[config.mk]
export PLATFORM = sky130hd
export DESIGN_NAME = midi_byte_stream_decoder_flat
export DESIGN_NICKNAME = d
export VERILOG_FILES = /design/src/rtl/core/mbsd_pkg.sv /design/src/rtl/core/mbsd_ifs.sv /design/src/rtl/core/midi_byte_stream_decoder.sv /design/src/rtl/core/mbsd_front.sv /design/src/rtl/core/mbsd_queue.sv /design/src/rtl/core/mbsd_back.sv /design/src/flat_wrapper.sv
export SDC_FILE = /design/constraint.sdc
export NUM_CORES = 1
export LEC_CHECK = 0
export BUFFER_PORTS_ARGS = -buffer_cell sky130_fd_sc_hd__buf_2
export CELL_PAD_IN_SITES_DETAIL_PLACEMENT = 0
export CELL_PAD_IN_SITES_GLOBAL_PLACEMENT = 1
export CORE_ASPECT_RATIO = 0.8
export CORE_MARGIN = 5
export CORE_UTILIZATION = 40
export DETAILED_ROUTE_END_ITERATION = 10
export GPL_ROUTABILITY_DRIVEN = 0
export PLACE_DENSITY = 0.68
export SLEW_MARGIN = 0
export SYNTH_ARGS = -nofsm -noshare
export SYNTH_HDL_FRONTEND = slang
export SYNTH_SLANG_ARGS = --single-unit
[constraint.sdc]
create_clock -name clk -period 12.1 [get_ports clk]
set_input_delay 2.42 -clock clk [delete_from_list [all_inputs] [get_ports clk]]
set_output_delay 2.42 -clock clk [all_outputs]
set_load 0.005 [all_outputs]
[src/rtl/core/mbsd_pkg.sv]
package mbsd_pkg;

	localparam int QUEUE_DEPTH = 4;
	localparam int QPTR_W = $clog2(QUEUE_DEPTH);
	localparam int QCNT_W = $clog2(QUEUE_DEPTH + 1);
	localparam int LEN_W = 21;
	localparam int LEN_KEEP_W = LEN_W - 7;

	typedef enum logic [4:0] {
		KIND_NOTE_OFF    = 5'd0,
		KIND_NOTE_ON     = 5'd1,
		KIND_POLY_PRESS  = 5'd2,
		KIND_CTRL_CHANGE = 5'd3,
		KIND_PROG_CHANGE = 5'd4,
		KIND_CHAN_PRESS  = 5'd5,
		KIND_PITCH_BEND  = 5'd6,
		KIND_SYSEX_BYTE  = 5'd7,
		KIND_QFRAME      = 5'd8,
		KIND_SONG_POS    = 5'd9,
		KIND_SONG_SEL    = 5'd10,
		KIND_TUNE        = 5'd11,
		KIND_START       = 5'd12,
		KIND_CONTINUE    = 5'd13,
		KIND_STOP        = 5'd14,
		KIND_RESET       = 5'd15,
		KIND_SYSEX_EMPTY = 5'd16
	} kind_t;

	localparam logic [7:0] ST_SYSEX    = 8'hF0;
	localparam logic [7:0] ST_QFRAME   = 8'hF1;
	localparam logic [7:0] ST_SONG_POS = 8'hF2;
	localparam logic [7:0] ST_SONG_SEL = 8'hF3;
	localparam logic [7:0] ST_TUNE     = 8'hF6;
	localparam logic [7:0] ST_START    = 8'hFA;
	localparam logic [7:0] ST_CONTINUE = 8'hFB;
	localparam logic [7:0] ST_STOP     = 8'hFC;
	localparam logic [7:0] ST_RESET    = 8'hFF;
	localparam logic [3:0] SYS_NIBBLE  = 4'hF;

	typedef struct packed {
		kind_t       kind;
		logic [3:0]  channel;
		logic [7:0]  byte_a;
		logic [7:0]  byte_b;
		logic        last;
	} qent_t;

	typedef struct packed {
		logic push;
	} qctl_t;

	function automatic logic takes_data(logic [7:0] st);
		return (st[7] && st[7:4] != SYS_NIBBLE) || (st[7:2] == ST_SYSEX[7:2]);
	endfunction

	function automatic logic [6:0] sat7(logic [7:0] v);
		return v[7] ? 7'h7F : v[6:0];
	endfunction

endpackage

[src/rtl/core/mbsd_ifs.sv]
interface mbsd_byte_if;
	import mbsd_pkg::*;

	logic       valid;
	logic       ready;
	logic [7:0] rx_byte;

	modport source (output valid, output rx_byte, input ready);
	modport sink (input valid, input rx_byte, output ready);
endinterface

interface mbsd_msg_if;
	import mbsd_pkg::*;

	logic        valid;
	logic        ready;
	logic [4:0]  msg_kind;
	logic [3:0]  channel;
	logic [6:0]  data_first;
	logic [6:0]  data_second;
	logic [13:0] value_wide;
	logic [7:0]  sysex_data;
	logic        sysex_last;

	modport source (
		output valid, output msg_kind, output channel, output data_first,
		output data_second, output value_wide, output sysex_data, output sysex_last,
		input ready
	);
	modport sink (
		input valid, input msg_kind, input channel, input data_first,
		input data_second, input value_wide, input sysex_data, input sysex_last,
		output ready
	);
endinterface

[src/rtl/core/midi_byte_stream_decoder.sv]
// Channel  Direction  Handshake      Carries
// rx       in         valid/ready    rx_byte, one received byte per transfer
// msg      out        valid/ready    one decoded message per transfer
//
// One byte is taken per cycle while the four-entry message queue has room.
// A message that a byte completes is written into the queue and then moved
// into the output register that drives msg; a stalled msg keeps it queued.
// A stalled msg fills the queue; rx then stalls until an entry drains.
// Reset at once clears the parser state and queue and drops msg.valid.
module midi_byte_stream_decoder (
	input  logic       clk,
	input  logic       arst_n,
	mbsd_byte_if.sink  rx,
	mbsd_msg_if.source msg
);
	import mbsd_pkg::*;

	qctl_t qctl;
	qent_t wr_ent;
	qent_t rd_ent;
	logic  qfull;
	logic  qempty;
	logic  qpop;

	mbsd_front u_front (
		.clk    (clk),
		.arst_n (arst_n),
		.rx     (rx),
		.qctl_o (qctl),
		.qfull  (qfull),
		.qent   (wr_ent)
	);

	mbsd_queue u_queue (
		.clk    (clk),
		.arst_n (arst_n),
		.qctl_i (qctl),
		.wr_ent (wr_ent),
		.pop    (qpop),
		.full   (qfull),
		.empty  (qempty),
		.rd_ent (rd_ent)
	);

	mbsd_back u_back (
		.clk    (clk),
		.arst_n (arst_n),
		.head   (rd_ent),
		.empty  (qempty),
		.pop    (qpop),
		.msg    (msg)
	);

endmodule

[src/rtl/core/mbsd_front.sv]
module mbsd_front (
	input  logic              clk,
	input  logic              arst_n,
	mbsd_byte_if.sink         rx,
	output mbsd_pkg::qctl_t   qctl_o,
	input  logic              qfull,
	output mbsd_pkg::qent_t   qent
);
	import mbsd_pkg::*;

	logic [7:0]       rs_q, rs_n;
	logic [1:0]       bc_q, bc_n;
	logic [7:0]       held_q, held_n;
	logic [LEN_W-1:0] la_q, la_n;
	logic [LEN_W-1:0] pl_q, pl_n;
	logic             inp_q, inp_n;

	logic             accept;
	logic             push;
	logic             go;
	logic [1:0]       bc_eff;
	logic [7:0]       x;
	logic [LEN_W-1:0] la_new;
	qent_t            ent;

	assign x = rx.rx_byte;
	assign rx.ready = !qfull;
	assign accept = rx.valid && rx.ready;

	always_comb begin
		rs_n = rs_q;
		bc_n = bc_q;
		held_n = held_q;
		la_n = la_q;
		pl_n = pl_q;
		inp_n = inp_q;
		push = 1'b0;
		ent = '0;
		go = 1'b0;
		bc_eff = bc_q;
		la_new = la_q;
		if (inp_q) begin
			push = 1'b1;
			ent.kind = KIND_SYSEX_BYTE;
			ent.byte_a = x;
			ent.last = (pl_q <= LEN_W'(1));
			if (pl_q <= LEN_W'(1)) begin
				pl_n = '0;
				inp_n = 1'b0;
			end else begin
				pl_n = pl_q - LEN_W'(1);
			end
		end else begin
			go = 1'b1;
			if (bc_q == 2'd0) begin
				if (x[7]) begin
					go = 1'b0;
					rs_n = x;
					if (takes_data(x)) begin
						bc_n = 2'd1;
					end else begin
						case (x)
							ST_TUNE: begin
								push = 1'b1;
								ent.kind = KIND_TUNE;
							end
							ST_START: begin
								push = 1'b1;
								ent.kind = KIND_START;
							end
							ST_CONTINUE: begin
								push = 1'b1;
								ent.kind = KIND_CONTINUE;
							end
							ST_STOP: begin
								push = 1'b1;
								ent.kind = KIND_STOP;
							end
							ST_RESET: begin
								push = 1'b1;
								ent.kind = KIND_RESET;
							end
							default: begin
								push = 1'b0;
							end
						endcase
					end
				end else if (!takes_data(rs_q)) begin
					go = 1'b0;
				end else begin
					bc_eff = 2'd1;
				end
			end
			if (go) begin
				if (!takes_data(rs_q)) begin
					bc_n = 2'd0;
				end else if (rs_q[7:4] != SYS_NIBBLE) begin
					ent.kind = kind_t'({2'b00, rs_q[6:4]});
					ent.channel = rs_q[3:0];
					if (ent.kind == KIND_PROG_CHANGE || ent.kind == KIND_CHAN_PRESS) begin
						push = 1'b1;
						ent.byte_a = x;
						bc_n = 2'd0;
					end else if (bc_eff == 2'd1) begin
						held_n = x;
						bc_n = 2'd2;
					end else begin
						push = 1'b1;
						ent.byte_a = held_q;
						ent.byte_b = x;
						bc_n = 2'd0;
					end
				end else begin
					case (rs_q)
						ST_SYSEX: begin
							if (bc_eff == 2'd1) begin
								la_new = {{LEN_KEEP_W{1'b0}}, x[6:0]};
							end else begin
								la_new = {la_q[LEN_KEEP_W-1:0], x[6:0]};
							end
							la_n = la_new;
							if (x[7] && bc_eff != 2'd3) begin
								bc_n = bc_eff + 2'd1;
							end else begin
								bc_n = 2'd0;
								if (la_new == '0) begin
									push = 1'b1;
									ent.kind = KIND_SYSEX_EMPTY;
								end else begin
									pl_n = la_new;
									inp_n = 1'b1;
								end
							end
						end
						ST_QFRAME: begin
							push = 1'b1;
							ent.kind = KIND_QFRAME;
							ent.byte_a = x;
							bc_n = 2'd0;
						end
						ST_SONG_POS: begin
							if (bc_eff == 2'd1) begin
								held_n = x;
								bc_n = 2'd2;
							end else begin
								push = 1'b1;
								ent.kind = KIND_SONG_POS;
								ent.byte_a = held_q;
								ent.byte_b = x;
								bc_n = 2'd0;
							end
						end
						default: begin
							push = 1'b1;
							ent.kind = KIND_SONG_SEL;
							ent.byte_a = x;
							bc_n = 2'd0;
						end
					endcase
				end
			end
		end
	end

	always_ff @(posedge clk or negedge arst_n) begin
		if (!arst_n) begin
			rs_q <= '0;
			bc_q <= '0;
			held_q <= '0;
			la_q <= '0;
			pl_q <= '0;
			inp_q <= 1'b0;
		end else if (accept) begin
			rs_q <= rs_n;
			bc_q <= bc_n;
			held_q <= held_n;
			la_q <= la_n;
			pl_q <= pl_n;
			inp_q <= inp_n;
		end
	end

	assign qctl_o.push = accept && push;
	assign qent = ent;

endmodule

[src/rtl/core/mbsd_queue.sv]
module mbsd_queue (
	input  logic            clk,
	input  logic            arst_n,
	input  mbsd_pkg::qctl_t qctl_i,
	input  mbsd_pkg::qent_t wr_ent,
	input  logic            pop,
	output logic            full,
	output logic            empty,
	output mbsd_pkg::qent_t rd_ent
);
	import mbsd_pkg::*;

	qent_t             slots_q [QUEUE_DEPTH];
	logic [QPTR_W-1:0] wptr_q;
	logic [QPTR_W-1:0] rptr_q;
	logic [QCNT_W-1:0] cnt_q;
	logic              do_pop;

	assign full = (cnt_q == QCNT_W'(QUEUE_DEPTH));
	assign empty = (cnt_q == '0);
	assign do_pop = pop && !empty;
	assign rd_ent = slots_q[rptr_q];

	always_ff @(posedge clk) begin
		if (qctl_i.push) begin
			slots_q[wptr_q] <= wr_ent;
		end
	end

	always_ff @(posedge clk or negedge arst_n) begin
		if (!arst_n) begin
			wptr_q <= '0;
			rptr_q <= '0;
			cnt_q <= '0;
		end else begin
			if (qctl_i.push) begin
				wptr_q <= wptr_q + QPTR_W'(1);
			end
			if (do_pop) begin
				rptr_q <= rptr_q + QPTR_W'(1);
			end
			case ({qctl_i.push, do_pop})
				2'b10: cnt_q <= cnt_q + QCNT_W'(1);
				2'b01: cnt_q <= cnt_q - QCNT_W'(1);
				default: cnt_q <= cnt_q;
			endcase
		end
	end

endmodule

[src/rtl/core/mbsd_back.sv]
module mbsd_back (
	input  logic            clk,
	input  logic            arst_n,
	input  mbsd_pkg::qent_t head,
	input  logic            empty,
	output logic            pop,
	mbsd_msg_if.source      msg
);
	import mbsd_pkg::*;

	logic        vld_q;
	logic [4:0]  kind_q;
	logic [3:0]  ch_q;
	logic [6:0]  df_q;
	logic [6:0]  ds_q;
	logic [13:0] vw_q;
	logic [7:0]  sd_q;
	logic        sl_q;

	logic [3:0]  ch_c;
	logic [6:0]  df_c;
	logic [6:0]  ds_c;
	logic [13:0] vw_c;
	logic [7:0]  sd_c;
	logic        sl_c;

	assign pop = !empty && (!vld_q || msg.ready);

	always_comb begin
		ch_c = '0;
		df_c = '0;
		ds_c = '0;
		vw_c = '0;
		sd_c = '0;
		sl_c = 1'b0;
		case (head.kind)
			KIND_NOTE_OFF, KIND_NOTE_ON, KIND_POLY_PRESS, KIND_CTRL_CHANGE: begin
				ch_c = head.channel;
				df_c = sat7(head.byte_a);
				ds_c = sat7(head.byte_b);
			end
			KIND_PROG_CHANGE, KIND_CHAN_PRESS: begin
				ch_c = head.channel;
				df_c = sat7(head.byte_a);
			end
			KIND_PITCH_BEND: begin
				ch_c = head.channel;
				df_c = sat7(head.byte_a);
				ds_c = sat7(head.byte_b);
				vw_c = {sat7(head.byte_b), sat7(head.byte_a)};
			end
			KIND_SYSEX_BYTE: begin
				sd_c = head.byte_a;
				sl_c = head.last;
			end
			KIND_QFRAME: begin
				df_c = {4'b0000, head.byte_a[6:4]};
				ds_c = {3'b000, head.byte_a[3:0]};
			end
			KIND_SONG_POS: begin
				df_c = sat7(head.byte_a);
				ds_c = sat7(head.byte_b);
				vw_c = {sat7(head.byte_b), sat7(head.byte_a)};
			end
			KIND_SONG_SEL: begin
				df_c = sat7(head.byte_a);
			end
			default: begin
				ch_c = '0;
			end
		endcase
	end

	always_ff @(posedge clk or negedge arst_n) begin
		if (!arst_n) begin
			vld_q <= 1'b0;
		end else if (pop) begin
			vld_q <= 1'b1;
		end else if (msg.ready) begin
			vld_q <= 1'b0;
		end
	end

	always_ff @(posedge clk) begin
		if (pop) begin
			kind_q <= head.kind;
			ch_q <= ch_c;
			df_q <= df_c;
			ds_q <= ds_c;
			vw_q <= vw_c;
			sd_q <= sd_c;
			sl_q <= sl_c;
		end
	end

	assign msg.valid = vld_q;
	assign msg.msg_kind = kind_q;
	assign msg.channel = ch_q;
	assign msg.data_first = df_q;
	assign msg.data_second = ds_q;
	assign msg.value_wide = vw_q;
	assign msg.sysex_data = sd_q;
	assign msg.sysex_last = sl_q;

endmodule

[src/flat_wrapper.sv]
// flat-port wrapper written by rule: the top's interface ports become plain ports
module midi_byte_stream_decoder_flat import mbsd_pkg::*;
  (clk, arst_n, rx_valid, rx_rx_byte, rx_ready, msg_valid, msg_msg_kind, msg_channel, msg_data_first, msg_data_second, msg_value_wide, msg_sysex_data, msg_sysex_last, msg_ready);
  mbsd_byte_if rx_i ();
  mbsd_msg_if msg_i ();
  input  logic clk;
  input  logic arst_n;
  input wire logic [$bits(rx_i.valid)-1:0] rx_valid;
  input wire logic [$bits(rx_i.rx_byte)-1:0] rx_rx_byte;
  output wire logic [$bits(rx_i.ready)-1:0] rx_ready;
  output wire logic [$bits(msg_i.valid)-1:0] msg_valid;
  output wire logic [$bits(msg_i.msg_kind)-1:0] msg_msg_kind;
  output wire logic [$bits(msg_i.channel)-1:0] msg_channel;
  output wire logic [$bits(msg_i.data_first)-1:0] msg_data_first;
  output wire logic [$bits(msg_i.data_second)-1:0] msg_data_second;
  output wire logic [$bits(msg_i.value_wide)-1:0] msg_value_wide;
  output wire logic [$bits(msg_i.sysex_data)-1:0] msg_sysex_data;
  output wire logic [$bits(msg_i.sysex_last)-1:0] msg_sysex_last;
  input wire logic [$bits(msg_i.ready)-1:0] msg_ready;
  assign rx_i.valid = rx_valid;
  assign rx_i.rx_byte = rx_rx_byte;
  assign rx_ready = rx_i.ready;
  assign msg_valid = msg_i.valid;
  assign msg_msg_kind = msg_i.msg_kind;
  assign msg_channel = msg_i.channel;
  assign msg_data_first = msg_i.data_first;
  assign msg_data_second = msg_i.data_second;
  assign msg_value_wide = msg_i.value_wide;
  assign msg_sysex_data = msg_i.sysex_data;
  assign msg_sysex_last = msg_i.sysex_last;
  assign msg_i.ready = msg_ready;
  midi_byte_stream_decoder u_core (.clk(clk), .arst_n(arst_n), .rx(rx_i), .msg(msg_i));
endmodule
## After elaboration in Yosys (flattened, before gate mapping)

Memory sizes are Yosys's and may differ from the RTL's.
Cells that the tools add are included.

- $add $sub $neg: 6
- Magnitude comparators: 1
- Eq/ne operators: 33
- Multiplexer cells: 89
- Bitwise gates (word level): 2
- Reduce and logical (&&, ||, !) cells: 37

Operators with widths:

| operator | number |
|---|---|
| two-way mux 21 bit | 14 |
| two-way mux 8 bit | 9 |
| == test 8 bit (second input constant) | 8 |
| two-way mux 25 bit | 2 |
| two-way mux 16 bit | 2 |
| two-way mux 1 bit | 29 |
| case mux 7 bit (2 select lines) | 2 |
| two-way mux 2 bit | 13 |
| two-way mux 5 bit | 5 |
| less-or-equal comparator 21 x 1 -> 1 bit (second input constant) | 1 |
| logical NOT 21 bit | 1 |
| subtractor 21 x 1 -> 21 bit (second input constant) | 1 |
| == test 5 x 3 -> 1 bit (second input constant) | 4 |
| two-way mux 4 bit | 5 |
| case mux 4 bit (5 select lines) | 1 |
| nonzero test 2 bit | 9 |
| case mux 8 bit (2 select lines) | 1 |
| == test 5 x 4 -> 1 bit (second input constant) | 3 |
| case mux 5 bit (3 select lines) | 1 |
| two-way mux 7 bit | 2 |
| == test 6 bit (second input constant) | 2 |
| AND reduction 6 bit | 2 |
| == test 5 x 2 -> 1 bit (second input constant) | 2 |
| != test 2 bit (second input constant) | 5 |
| 26 further kinds | 44 |

- Bits in registers: 108
- Memory bits (writable): 104
- Output and inout bits: 48
- Logic and storage cells: 186
- Memories: 1

Memory list:

| memory | words | bits a word | rd ports | clocked after memory_dff | write ports | line | source |
|---|---|---|---|---|---|---|---|
| u_core.u_queue.slots_q | 4 | 26 | 1 | 0 | 1 | mbsd_queue.sv:13 | `qent_t slots_q [QUEUE_DEPTH];` |

## Longest topological paths before layout

Gate-level depths: netlist (run 1).

- Depth in word-level cells: 25
- Depth in mapped cells: 14

## Cells and area by module

Synthesis (run 1) repeated with hierarchy kept, for this count alone.

- Cells, all modules: 677
- Area, all modules: 9574.2 µm²

By module, submodules not included:

| module | times used | cells each | area an instance (µm²) |
|---|---|---|---|
| mbsd_queue | 1 | 173 | 4209.0 |
| mbsd_front | 1 | 371 | 3532.1 |
| mbsd_back | 1 | 133 | 1833.0 |

## Least setup slack after synthesis (run 1)

Ideal clock, no wire load.

- Path kind: input port to flip-flop
- Start point: in msg_ready
- End point: reg u_core.u_queue.cnt_q[1]
- Arrival: 6.034 ns
- Required time: 11.975 ns
- Path slack: 5.941 ns
- Stages on the path: 5
- Buffers on the path: 0
- Path through: inv_1 > a21oi_1 > ha_1 > fa_1 > mux2_2

- Longest elaborated chain between the ends: 5
- Elaborated cells on any way between the ends: 7
- Those cells by class: eq/ne: 2; mux: 1; reduce/logical: 4

RTL lines:

| item | line | source |
|---|---|---|
| from (decl) | flat_wrapper.sv:19 | `input wire logic [$bits(msg_i.ready)-1:0] msg_ready;` |
| logical OR 1 bit (*) | mbsd_back.sv:27 | `assign pop = !empty && (!vld_q \|\| msg.ready);` |
| logical AND 1 bit (*) | mbsd_back.sv:27 |  |
| net u_core.qpop | midi_byte_stream_decoder.sv:23 | `logic qpop;` |
| logical AND 1 bit (*) | mbsd_queue.sv:21 | `assign do_pop = pop && !empty;` |
| == test 2 x 1 -> 1 bit or == test 2 bit (tied branches) | mbsd_queue.sv:42 | `case ({qctl_i.push, do_pop})` |
| case mux 3 bit (2 select lines) or nonzero test 2 bit (tied branches) | -- |  |
| to (signal assigned) | mbsd_queue.sv:43 | `2'b10: cnt_q <= cnt_q + QCNT_W'(1);` |
| to (signal assigned) | mbsd_queue.sv:44 | `2'b01: cnt_q <= cnt_q - QCNT_W'(1);` |
| to (signal assigned) | mbsd_queue.sv:45 | `default: cnt_q <= cnt_q;` |
| to (decl) | mbsd_queue.sv:16 | `logic [QCNT_W-1:0] cnt_q;` |

The timed path passes the listed nets; every way through them passes the cells marked *.
A chain may end at the register's enable or synchronous reset.

## Worst setup path after layout (run 1)

- Start point: in rx_rx_byte[7]
- End point: reg u_core.u_queue.cnt_q[2]

- Longest elaborated chain between the ends: 21
- Elaborated cells on any way between the ends: 44
- Those cells by class: eq/ne: 11; mux: 26; reduce/logical: 7

RTL lines:

| item | line | source |
|---|---|---|
| from (decl) | flat_wrapper.sv:9 | `input wire logic [$bits(rx_i.rx_byte)-1:0] rx_rx_byte;` |
| two-way mux 2 bit | mbsd_front.sv:56 | `if (x[7]) begin` |
| two-way mux 2 bit | mbsd_front.sv:55 | `if (bc_q == 2'd0) begin` |
| two-way mux 2 bit | mbsd_front.sv:42 | `if (inp_q) begin` |
| == test 2 x 1 -> 1 bit | mbsd_front.sv:104, mbsd_front.sv:116, mbsd_front.sv:142 |  |
| two-way mux 21 bit | mbsd_front.sv:116 | `if (bc_eff == 2'd1) begin` |
| two-way mux 21 bit | mbsd_front.sv:114 | `case (rs_q)` |
| two-way mux 21 bit | mbsd_front.sv:97 | `end else if (rs_q[7:4] != SYS_NIBBLE) begin` |
| two-way mux 21 bit | mbsd_front.sv:95 | `if (!takes_data(rs_q)) begin` |
| [5 not listed] | -- |  |
| case mux 1 bit (2 select lines) | mbsd_front.sv:114 |  |
| two-way mux 1 bit | mbsd_front.sv:97 |  |
| two-way mux 1 bit | mbsd_front.sv:95 |  |
| two-way mux 1 bit (*) | mbsd_front.sv:94 | `if (go) begin` |
| two-way mux 1 bit (*) | mbsd_front.sv:42 |  |
| logical AND 1 bit (*) | mbsd_front.sv:183 | `assign qctl_o.push = accept && push;` |
| == test 2 x 1 -> 1 bit or == test 2 bit (tied branches) | mbsd_queue.sv:42 |  |
| case mux 3 bit (2 select lines) or nonzero test 2 bit (tied branches) | -- |  |

Mark *: on every way between the ends. The rest lies on a longest branch, timed or not. The select of a mux whose other input is x is not followed.

==> metrics, run 1 <==
status finished clean; Synth Flop Type edfxtp_1; Synth Instances 669; post-synthesis area per instance 13.8 sq um; crit-path leading delay family adder cells; Post-synth EDFFs 150; Non-Filler Instances 1061; synthesized area 9200 sq um; Final min period 5.16 ns; Async SR Flop Fraction 0.292; Leak 3.98 nW; Area Overhead vs Synth 15.8%; Max Clock Skew 0.00908 ns; Rel. slew slack 0.197; Die X-Extent 180 um; critical path launch point type input pin; critical path class in2reg; peak fanout along the critical path 8; post-synthesis simple-gate area fraction 0.119; root buf cell clkbuf_16; M1 WL 10200 um; Detailed Routing Iterations Pass 1 5; Worst VDD drop 0.000128 V; DIE AREA 26200 sq um; clock sink total 212; GRT Util Overall 0.161; final period utilization 0.427; RSZ-0062 raised after global routing false; Final #Nets 760; HP Class reg2reg; core area 22600 sq um; crit path DAT 5.56 ns; most frequent CP cell ha_1; WL met3 1430 um; ordered cell list for the critical path buf_2, o31ai_1, ha_1, a41o_1, nand2_1, or3_1, a211oi_2, inv_1, ha_1, fa_1, xnor2_1, nor2_1, xor2_1; Fmax 194 MHz; IO Pins 60; DRC viols 0; Fin Setup TNS 0 ns; number of global-route vias before repair 5725; Ys Warns 0; largest net degree at the start of global routing 63; placed cell count 1018; Synth cell types 62; global-route wire length before repair 33800 um; DR vias 5811; Die Y 146 um; wire length per cell 19.9 um; Worst Tran Pin Value 1.20 ns; Seq/Total Area, Yosys 0.658; Yosys reg bits 212; share of layout cells above drive strength 1 0.220; CTS tree yes; Crit. End Element flip-flop; metal2 WL 9100 um; Crit-path slowest cell fa_1; CTS buffer count 24; post_cts resized 0; max-cap check violation count 0; Iteration-0 DRC Markers 519; H-tree levels 1; via-per-instance ratio 5.48; Rows 49; wirelength, routed 21100 um; cts-stage hold buffer count 0; port bufs 59; PwrDens 276 nW/um^2; overflow left after global routing 0; Top Metal Used met4; Initial Util 0.408; setup bufs post-CTS 0; syn nets 691; crit path buf inv count 2; final setup violating endpoints 0; Hold Fails Final Rpt 0; XOR/XNOR share of the synthesized area 0.00571; CTS clk-pin slew, worst paths 0.06 ns; Compound-Gate Fraction of Synth Area 0.0888; clk buf depth 3; Crit path largest cell delay 0.45 ns; mux share of post-synthesis cell area 0.0941; clk_lat worst skew 0.51 ns; post-route antenna net violation count 0; initial antenna violation count 0; Req. time, crit path 12.50 ns; Adder-Cell Fraction of Synth Area 0.0144; post-DP HPWL 14200 um; Slew Limit Fails 0; Diodes inserted 0; main combinational cell family by area after synthesis simple AND/OR/NAND/NOR gates
[layout by cell type, fill, tap and decap left out, types with 8 or more instances in the layout]
cell type,n
o21ai_1,35
and2_1,29
nor4_1,11
dfrtp_1,62
nand2_1,47
inv_1,14
nand3_1,10
a21oi_1,22
nor2_1,73
o21ai_0,21
ha_1,9
buf_4,11
a32oi_1,8
buf_2,59
nor3_1,16
mux2_2,23
a22o_1,9
mux4_2,26
edfxtp_1,150
clkbuf_16,24
[power by group]
group          total (mW)  switching [mW]  internal, mW
logic                1.03           0.645         0.380
registers            1.20           0.113          1.08
clock network       0.722           0.281         0.441
[stage by stage]
stage	total power [mW]	instance area (sq um)	worst slack [ns]	hold slack [ns]	util
2_1_floorplan	1.87	9200	5.94	0.457	-
3_3_place_gp	2.20	9860	6.54	0.476	0.437
3_5_place_dp	2.24	9860	6.42	0.487	0.437
4_1_cts	2.97	10700	6.98	0.499	0.472
5_1_grt	3.12	10700	6.76	0.521	0.472
6_report	2.94	10700	6.94	0.498	0.472
[layer usage]
metal	vias up	track usage
met5	-	0
met2	202	0.232
met1	2916	0.249
met3	27	0.0365
li1	2666	-
met4	0	0.0339
[cell families (layout without fill, tap and decap cells)]
logic type                 count (synthesis)  after routing
xor gates and xnor gates                   6              6
DFF                                      212            212
adders and majority gates                 10             10
and+or+nand+nor                          220            220
muxes                                     51             51
buffers and inverters                     43            129
AOI/OAI and AO/OA                        127            127
[path summary, 6_finish.rpt]
check	from	to	slack (ns)	depth (start not counted)
min	u_core.u_queue.cnt_q[2]	u_core.u_queue.cnt_q[2]	0.50	1
min reg2reg	u_core.u_queue.cnt_q[2]	u_core.u_queue.cnt_q[2]	0.50	1
max reg2reg	u_core.u_front.rs_q[2]	u_core.u_queue.cnt_q[2]	8.12	14
max	rx_rx_byte[7]	u_core.u_queue.cnt_q[2]	6.94	13
min in group asynchronous	arst_n	u_core.u_front.rs_q[5]	2.09	2
max in group asynchronous	arst_n	u_core.u_front.pl_q[17]	9.48	2
[synth_stat cells, types with 3 or more instances]
cell        n  share of area
a22o_1      9         0.0086
nand3_1    10         0.0054
nor3_1     16         0.0087
mux4_2     26          0.064
or4_1       3         0.0024
edfxtp_1  150           0.49
nor2b_1     5         0.0034
o31ai_1     3         0.0024
a22oi_1     5         0.0041
nand2b_1    3         0.0020
dfrtp_1    62           0.17
a21o_1      7         0.0057
or2_2       3         0.0020
buf_2       3         0.0016
nor2_1     73          0.030
and2_1     29          0.020
xnor2_1     4         0.0038
o21ai_0    21          0.011
nor4_1     12         0.0082
inv_1      14         0.0057
mux2_2     23          0.028
o21ai_1    35          0.019
clkbuf_1   20         0.0082
nor3b_1     5         0.0041
nand2_1    47          0.019
ha_1        9          0.012
a21oi_1    23          0.013
a32oi_1     8         0.0076
[final cells by class]
class                      count  area, sq um
clock buffer                  30          643
clock inverter                13          151
fill                        2012        11900
inverter                      16         60.1
multi-input combinational    414         2980
sequential                   212         6060
tap                          306          383
timing repair buffer          70          378
[state kept, by name (all words and copies together) (netlist names), 7 cells and up]
signal and flops:
u_core.u_back.msg.data_first 7, u_core.u_back.msg.data_second 7, u_core.u_back.msg.sysex_data 8, u_core.u_back.msg.value_wide 14
u_core.u_front.held_q 8, u_core.u_front.la_q 14, u_core.u_front.pl_q 21, u_core.u_front.rs_q 8
u_core.u_queue.slots_q 104
(Power assumes the default switching activity.)
==> run 2: changes to the inputs <==
Settings changed: ABC_AREA set to 1, PLACE_DENSITY 0.68 to 0.71.
Clock period 12.1 ns to 5.2 ns, I/O delays scaled along.
==> run 2 against run 1 <==
Against the previous run:
- cell count rose by 29%
- via count grew 18%
- first-iteration DRC count is 13% lower
- clock power is 120% higher
- combinational power grew to 2.6 times the previous value
- die area is 6.6% higher
- critical path type is now reg2reg
- critical endpoint unchanged
==> metrics, run 2 <==
Synth cell types 43 (-31%); share of layout cells above drive strength 1 0.157 (-0.0625); Max Clock Skew 0.0119 ns (+0.00283 ns); Fmax 285 MHz; core area 24300 sq um (+7.8%); setup bufs post-CTS 0 (unchanged); Post-synth top cells 206 x nand2_1, 150 x edfxtp_1, 130 x nor2_1, 85 x o21ai_0, 70 x inv_1; post-DP HPWL 15300 um (+7.1%); initial antenna violation count 0 (unchanged); PwrDens 637 nW/um^2 (+130%); biggest regs u_core.u_queue.slots_q x104, u_core.u_front.pl_q x21; placed cell count 1331 (+31%); max-cap check violation count 0 (unchanged); Yosys reg bits 212 (unchanged); Req. time, crit path 5.59 ns (-6.91 ns); status finished clean; Worst VDD drop 0.000287 V (+120%); Synth Instances 979 (+46%); Rel. slew slack 0.222 (+0.0248); final period utilization 0.674; Crit. End Element flip-flop; clk_lat worst skew 0.51 ns (about the same); DR vias 6870 (+18%); Layout fillers 2315 (+15%); wirelength, routed 22700 um (+7.5%); clk buf depth 3 (unchanged); DRC viols 0 (unchanged); RSZ-0062 raised after global routing false; via-per-instance ratio 5.00 (-8.6%); Post-synth EDFFs 150 (unchanged); number of global-route vias before repair 6495 (+13%); CTS buffer count 23 (-4.2%); mux share of post-synthesis cell area 0 (-0.0941); register area 6060 sq um (unchanged); crit path DAT 3.89 ns (-1.67 ns); largest cells by area after synthesis edfxtp_1 46%, dfrtp_1 16%, nand2_1 7.8%; Iteration-0 DRC Markers 449 (-13%); Adder-Cell Fraction of Synth Area 0.0135 (-0.000952); main combinational cell family by area after synthesis simple AND/OR/NAND/NOR gates; HP Class reg2reg; post-synthesis simple-gate area fraction 0.192 (+0.0725); IO Pins 60 (unchanged); cts-stage hold buffer count 0 (unchanged); largest reg by FF count u_core.u_queue.slots_q; DIE AREA 27900 sq um (+6.6%); Initial Util 0.405 (-0.00261); critical path class reg2reg; largest net degree at the start of global routing 63 (unchanged); critical path launch point type flip-flop; Async SR Flop Fraction 0.292 (unchanged); CTS clk-pin slew, worst paths 0.06 ns (about the same); Leak 4.58 nW (+15%); post-synthesis area per instance 10.1 sq um (-27%); global-route wire length before repair 36200 um (+7.3%); H-tree levels 1 (unchanged); final worst setup slack 1.69 ns (-5.24 ns); final instance area 11200 sq um (+4.8%); Synth Flop Type edfxtp_1; root buf cell clkbuf_16; final setup violating endpoints 0 (unchanged); Tot Pwr 7.12 mW (+140%); Compound-Gate Fraction of Synth Area 0.110 (+0.0213); Die Y 150 um (+3.2%); top-count cell post-synth nand2_1; Final min period 3.51 ns; CP startpoint u_core.u_front.rs_q[5]; Die X-Extent 185 um (+3.3%); post-route antenna net violation count 0 (unchanged); peak fanout along the critical path 9 (+1); Ys Warns 0 (unchanged); r2r startpoint u_core.u_front.rs_q[5]; post_cts resized 0 (unchanged); synthesized area 9850 sq um (+7.1%); overflow left after global routing 0 (unchanged); Slew Limit Fails 0 (unchanged); Seq/Total Area, Yosys 0.615 (-0.0435); Fin Setup TNS 0 ns (unchanged); Setup WS pre-CTS 1.21 ns (-5.21 ns); min-delay src u_core.u_front.held_q[3]; Area Overhead vs Synth 13.4%; most frequent cells in the layout 206 x nand2_1, 150 x edfxtp_1, 126 x nor2_1; footprint of the multi-input gates 3310 sq um (+11%); port bufs 59 (unchanged); Yosys top cell by area edfxtp_1; syn nets 1001 (+45%); Detailed Routing Iterations Pass 1 5 (unchanged); Final #Nets 1060 (+39%); CTS tree yes; Diodes inserted 0 (unchanged); most common library cell in the layout ignoring fill and taps nand2_1; Worst Tran Pin Value 1.16 ns (-0.0397 ns); wire length per cell 16.5 um (-17%); top cell type's share of synthesized area 0.457 (-0.0323); XOR/XNOR share of the synthesized area 0.0178 (+0.0121); max reg flops 104 (unchanged); Rows 51 (+4.1%); area post-placement 10400 sq um (+5.9%); Hold Fails Final Rpt 0 (unchanged); Non-Filler Instances 1373 (+29%); clock sink total 212 (unchanged); GRT Util Overall 0.164 (+0.00291)
==> run 2: cells by family after synthesis <==
kind of cell,after synthesis
compound gates,178
simple gates,442
xor+xnor,20
fa+ha+maj,10
flops,212
buf+inv,117
==> run 2: final timing paths <==
kind | endpoint | slack [ns] | cells past startpoint
min reg2reg | u_core.u_front.held_q[3] | 0.48 | 2
min | u_core.u_front.held_q[3] | 0.48 | 2
min in group asynchronous | u_core.u_front.pl_q[9] | 0.72 | 2
max in group asynchronous | u_core.u_front.la_q[12] | 3.93 | 2
max | u_core.u_queue.cnt_q[2] | 1.69 | 21
max reg2reg | u_core.u_queue.cnt_q[2] | 1.69 | 21
==> run 2: worst max-delay path, stage by stage (launching register included) <==
cell      delay, ns
dfrtp_1        0.44
nand2_2        0.12
nor2_8         0.17
nand2_4        0.08
o21ai_2        0.09
nand2_2        0.10
o21ai_0        0.26
ha_1           0.27
clkinv_1       0.10
nand2_1        0.10
nand3_1        0.11
nand2_1        0.10
inv_1          0.04
nand2_1        0.04
nand2_1        0.05
nand2_1        0.10
nand2_2        0.14
ha_1           0.26
fa_1           0.44
a21oi_1        0.14
o21ai_0        0.11
xor2_1         0.15
==> run 2: routing by layer <==
| layer | GRT usage | vias up | part of all wire |
|---|---|---|---|
| li1 | - | 3456 | - |
| met4 | 0.0308 | 0 | 0.012 |
| met1 | 0.251 | 3283 | 0.50 |
| met5 | 0 | - | 0 |
| met3 | 0.0244 | 22 | 0.042 |
| met2 | 0.249 | 109 | 0.45 |
==> run 2: where the power goes <==
group	total (mW)	switching (mW)	internal [mW]
sequential	2.84	0.261	2.58
combinational	2.71	1.88	0.834
clock	1.57	0.644	0.925
==> run 2: stage by stage <==
step           utilization  hold WS (ns)
5_1_grt              0.459         0.503
3_3_place_gp         0.430         0.466
2_1_floorplan            -         0.456
3_5_place_dp         0.430         0.469
4_1_cts              0.459         0.483
6_report             0.459         0.481
==> run 2: layout make-up <==
class                           count  area share
Timing Repair Buffer               69      0.0332
Inverter                           82      0.0278
Multi-Input combinational cell    650       0.296
Tap cell                          318      0.0356
Clock buffer                       27      0.0538
Sequential cell                   212       0.542
Clock inverter                     15      0.0114
==> run 3: changes to the inputs <==
Settings changed: PLACE_DENSITY 0.71 to 0.74.
Clock period 5.2 ns to 2.8 ns, I/O delays scaled along.
==> run 3 against run 2 <==
Against the previous run:
- wire length is 11% higher
- utilization is 4.5 points higher
- total power is 100% higher
- largest cell class unchanged
- clock skew is 0.0030 ns higher
- critical path depth is 1 lower
- the flow now finishes with violations (negative setup slack)
==> metrics, run 3 (synthesis results as in run 2) <==
status finished, violations left; failing checks negative setup slack; crit path buf inv count 9 (+7); most frequent cells in the layout 203 x nand2_1, 150 x edfxtp_1, 123 x nor2_1; CTS buffer count 24 (+4.3%); cts-stage hold buffer count 0 (unchanged); IO Pins 60 (unchanged); DR vias 7441 (+8.3%); ordered cell list for the critical path nand2_2, nor2_8, nand2_4, o21ai_4, nand2_2, o21ai_2, ha_2, nor2_2, nor2_2, nand3_2, buf_4, buf_6, buf_6, buf_6, buf_4, buf_4, buf_4, buf_4, nor4_4, buf_4; Initial Util 0.405 (unchanged); H-tree levels 1 (unchanged); share of layout cells above drive strength 1 0.239 (+0.0821); Crit path largest cell delay 0.36 ns (-0.08 ns); peak fanout along the critical path 4 (-5); Worst VDD drop 0.000640 V (+120%); final setup violating endpoints 5 (+5); critical path launch point type flip-flop; Detailed Routing Iterations Pass 1 5 (unchanged); crit-path leading delay family buffers and inverters; most frequent CP cell buf_4; Slew Limit Fails 0 (unchanged); final worst setup slack -0.0641 ns (-1.76 ns); Final min period 2.86 ns (-0.641 ns); global-route wire length before repair 38100 um (+5.0%); largest net degree at the start of global routing 63 (unchanged); post-DP HPWL 15900 um (+4.1%); Leak 5.11 nW (+12%); Die Y 150 um (unchanged); clk buf depth 3 (unchanged); crit path DAT 3.25 ns (-0.64 ns); largest reg by FF count u_core.u_queue.slots_q; GRT Util Overall 0.173 (+0.00907); Layout fillers 2201 (-4.9%); critical path class reg2reg; DRC viols 0 (unchanged); max reg flops 104 (unchanged); Final #Nets 1144 (+7.9%); Hold Fails Final Rpt 0 (unchanged); core area 24300 sq um (unchanged); Crit-path slowest cell dfrtp_1; post-route antenna net violation count 0 (unchanged); port bufs 59 (unchanged); via-per-instance ratio 5.10 (+2.0%); CTS clk-pin slew, worst paths 0.06 ns (about the same); clk_lat worst skew 0.52 ns (about the same); overflow left after global routing 0 (unchanged); number of global-route vias before repair 7005 (+7.9%); Rel. slew slack 0.541 (+0.319); most common library cell in the layout ignoring fill and taps nand2_1; Crit. End Element flip-flop; Fin Setup TNS -0.268 ns (-0.268 ns); biggest regs u_core.u_queue.slots_q x104, u_core.u_front.pl_q x21; Iteration-0 DRC Markers 624 (+39%); Rows 51 (unchanged); DIE AREA 27900 sq um (unchanged); max-cap check violation count 0 (unchanged); Max Clock Skew 0.0150 ns (+0.00305 ns); final period utilization 1.02 (+0.349); clock sink total 212 (unchanged); wire length per cell 17.3 um (+4.7%); Diodes inserted 0 (unchanged); Worst Tran Pin Value 0.684 ns (-0.480 ns); root buf cell clkbuf_16; CTS tree yes; initial antenna violation count 0 (unchanged); RSZ-0062 raised after global routing true; HP Class in2async; PwrDens 1170 nW/um^2 (+83%); Fmax 349 MHz (+22%); Die X-Extent 185 um (unchanged); Area Overhead vs Synth 24.5%; Req. time, crit path 3.18 ns (-2.41 ns); minimum hold slack 0.0388 ns (-0.442 ns); wirelength, routed 25200 um (+11%)
-- run 3: stage by stage --
step	util	cells	power (mW)	instance area (sq um)	setup WS, ns
after CTS	0.490	1442	14.1	11900	-0.0704
after floorplan	-	979	8.89	9900	-0.176
after global placement	0.450	1383	10.7	10900	-0.124
after global routing	0.505	1458	15.3	12300	-0.277
final	0.505	1458	14.3	12300	-0.0641
after detailed placement	0.450	1383	10.8	10900	-0.232
-- run 3: routing by layer --
metal,track usage,up-vias,part of all wire
met2,0.274,178,0.47
met3,0.0198,31,0.049
met4,0.0411,0,0.016
li1,-,3632,-
met5,0,-,0
met1,0.256,3600,0.47
-- run 3: what timing repair did --
action | 4_1_cts | 5_1_grt
setup buffers | 15 | 10
resized for setup | 11 | 15
endpoints found under the setup margin | 2 | 131
cloned | 0 | 10
pin swaps | 11 | 4
-- run 3: path summary, 6_finish.rpt --
path                       slack, ns                            end                     start  cells after the start
max in group asynchronous       2.46       u_core.u_queue.wptr_q[0]                    arst_n                      2
hold / removal                  0.04        u_core.u_front.pl_q[17]                    arst_n                      2
hold reg to reg                 0.49       u_core.u_front.held_q[2]  u_core.u_front.held_q[2]                      2
setup reg to reg               -0.06  u_core.u_queue.slots_q[2][25]    u_core.u_front.rs_q[4]                     20
setup / recovery               -0.06  u_core.u_queue.slots_q[2][25]    u_core.u_front.rs_q[4]                     20
min in group clk                0.24        u_core.u_back.msg.valid                 msg_ready                      2
-- run 3: area by class of cell --
class	count	area, sq um	share of cell area
inverters	82	315	0.0257
repair buffers	152	1260	0.103
clock buffers	34	698	0.0569
well taps	318	398	0.0324
clock inverters	10	118	0.00959
flip-flops and latches	212	6060	0.494
multi-input cells	650	3420	0.279
-- run 3: report_power, final --
group	internal, mW	total (mW)	switching (mW)
Sequential	4.79	5.24	0.453
Combinational	2.10	5.88	3.78
Clock	1.93	3.17	1.24
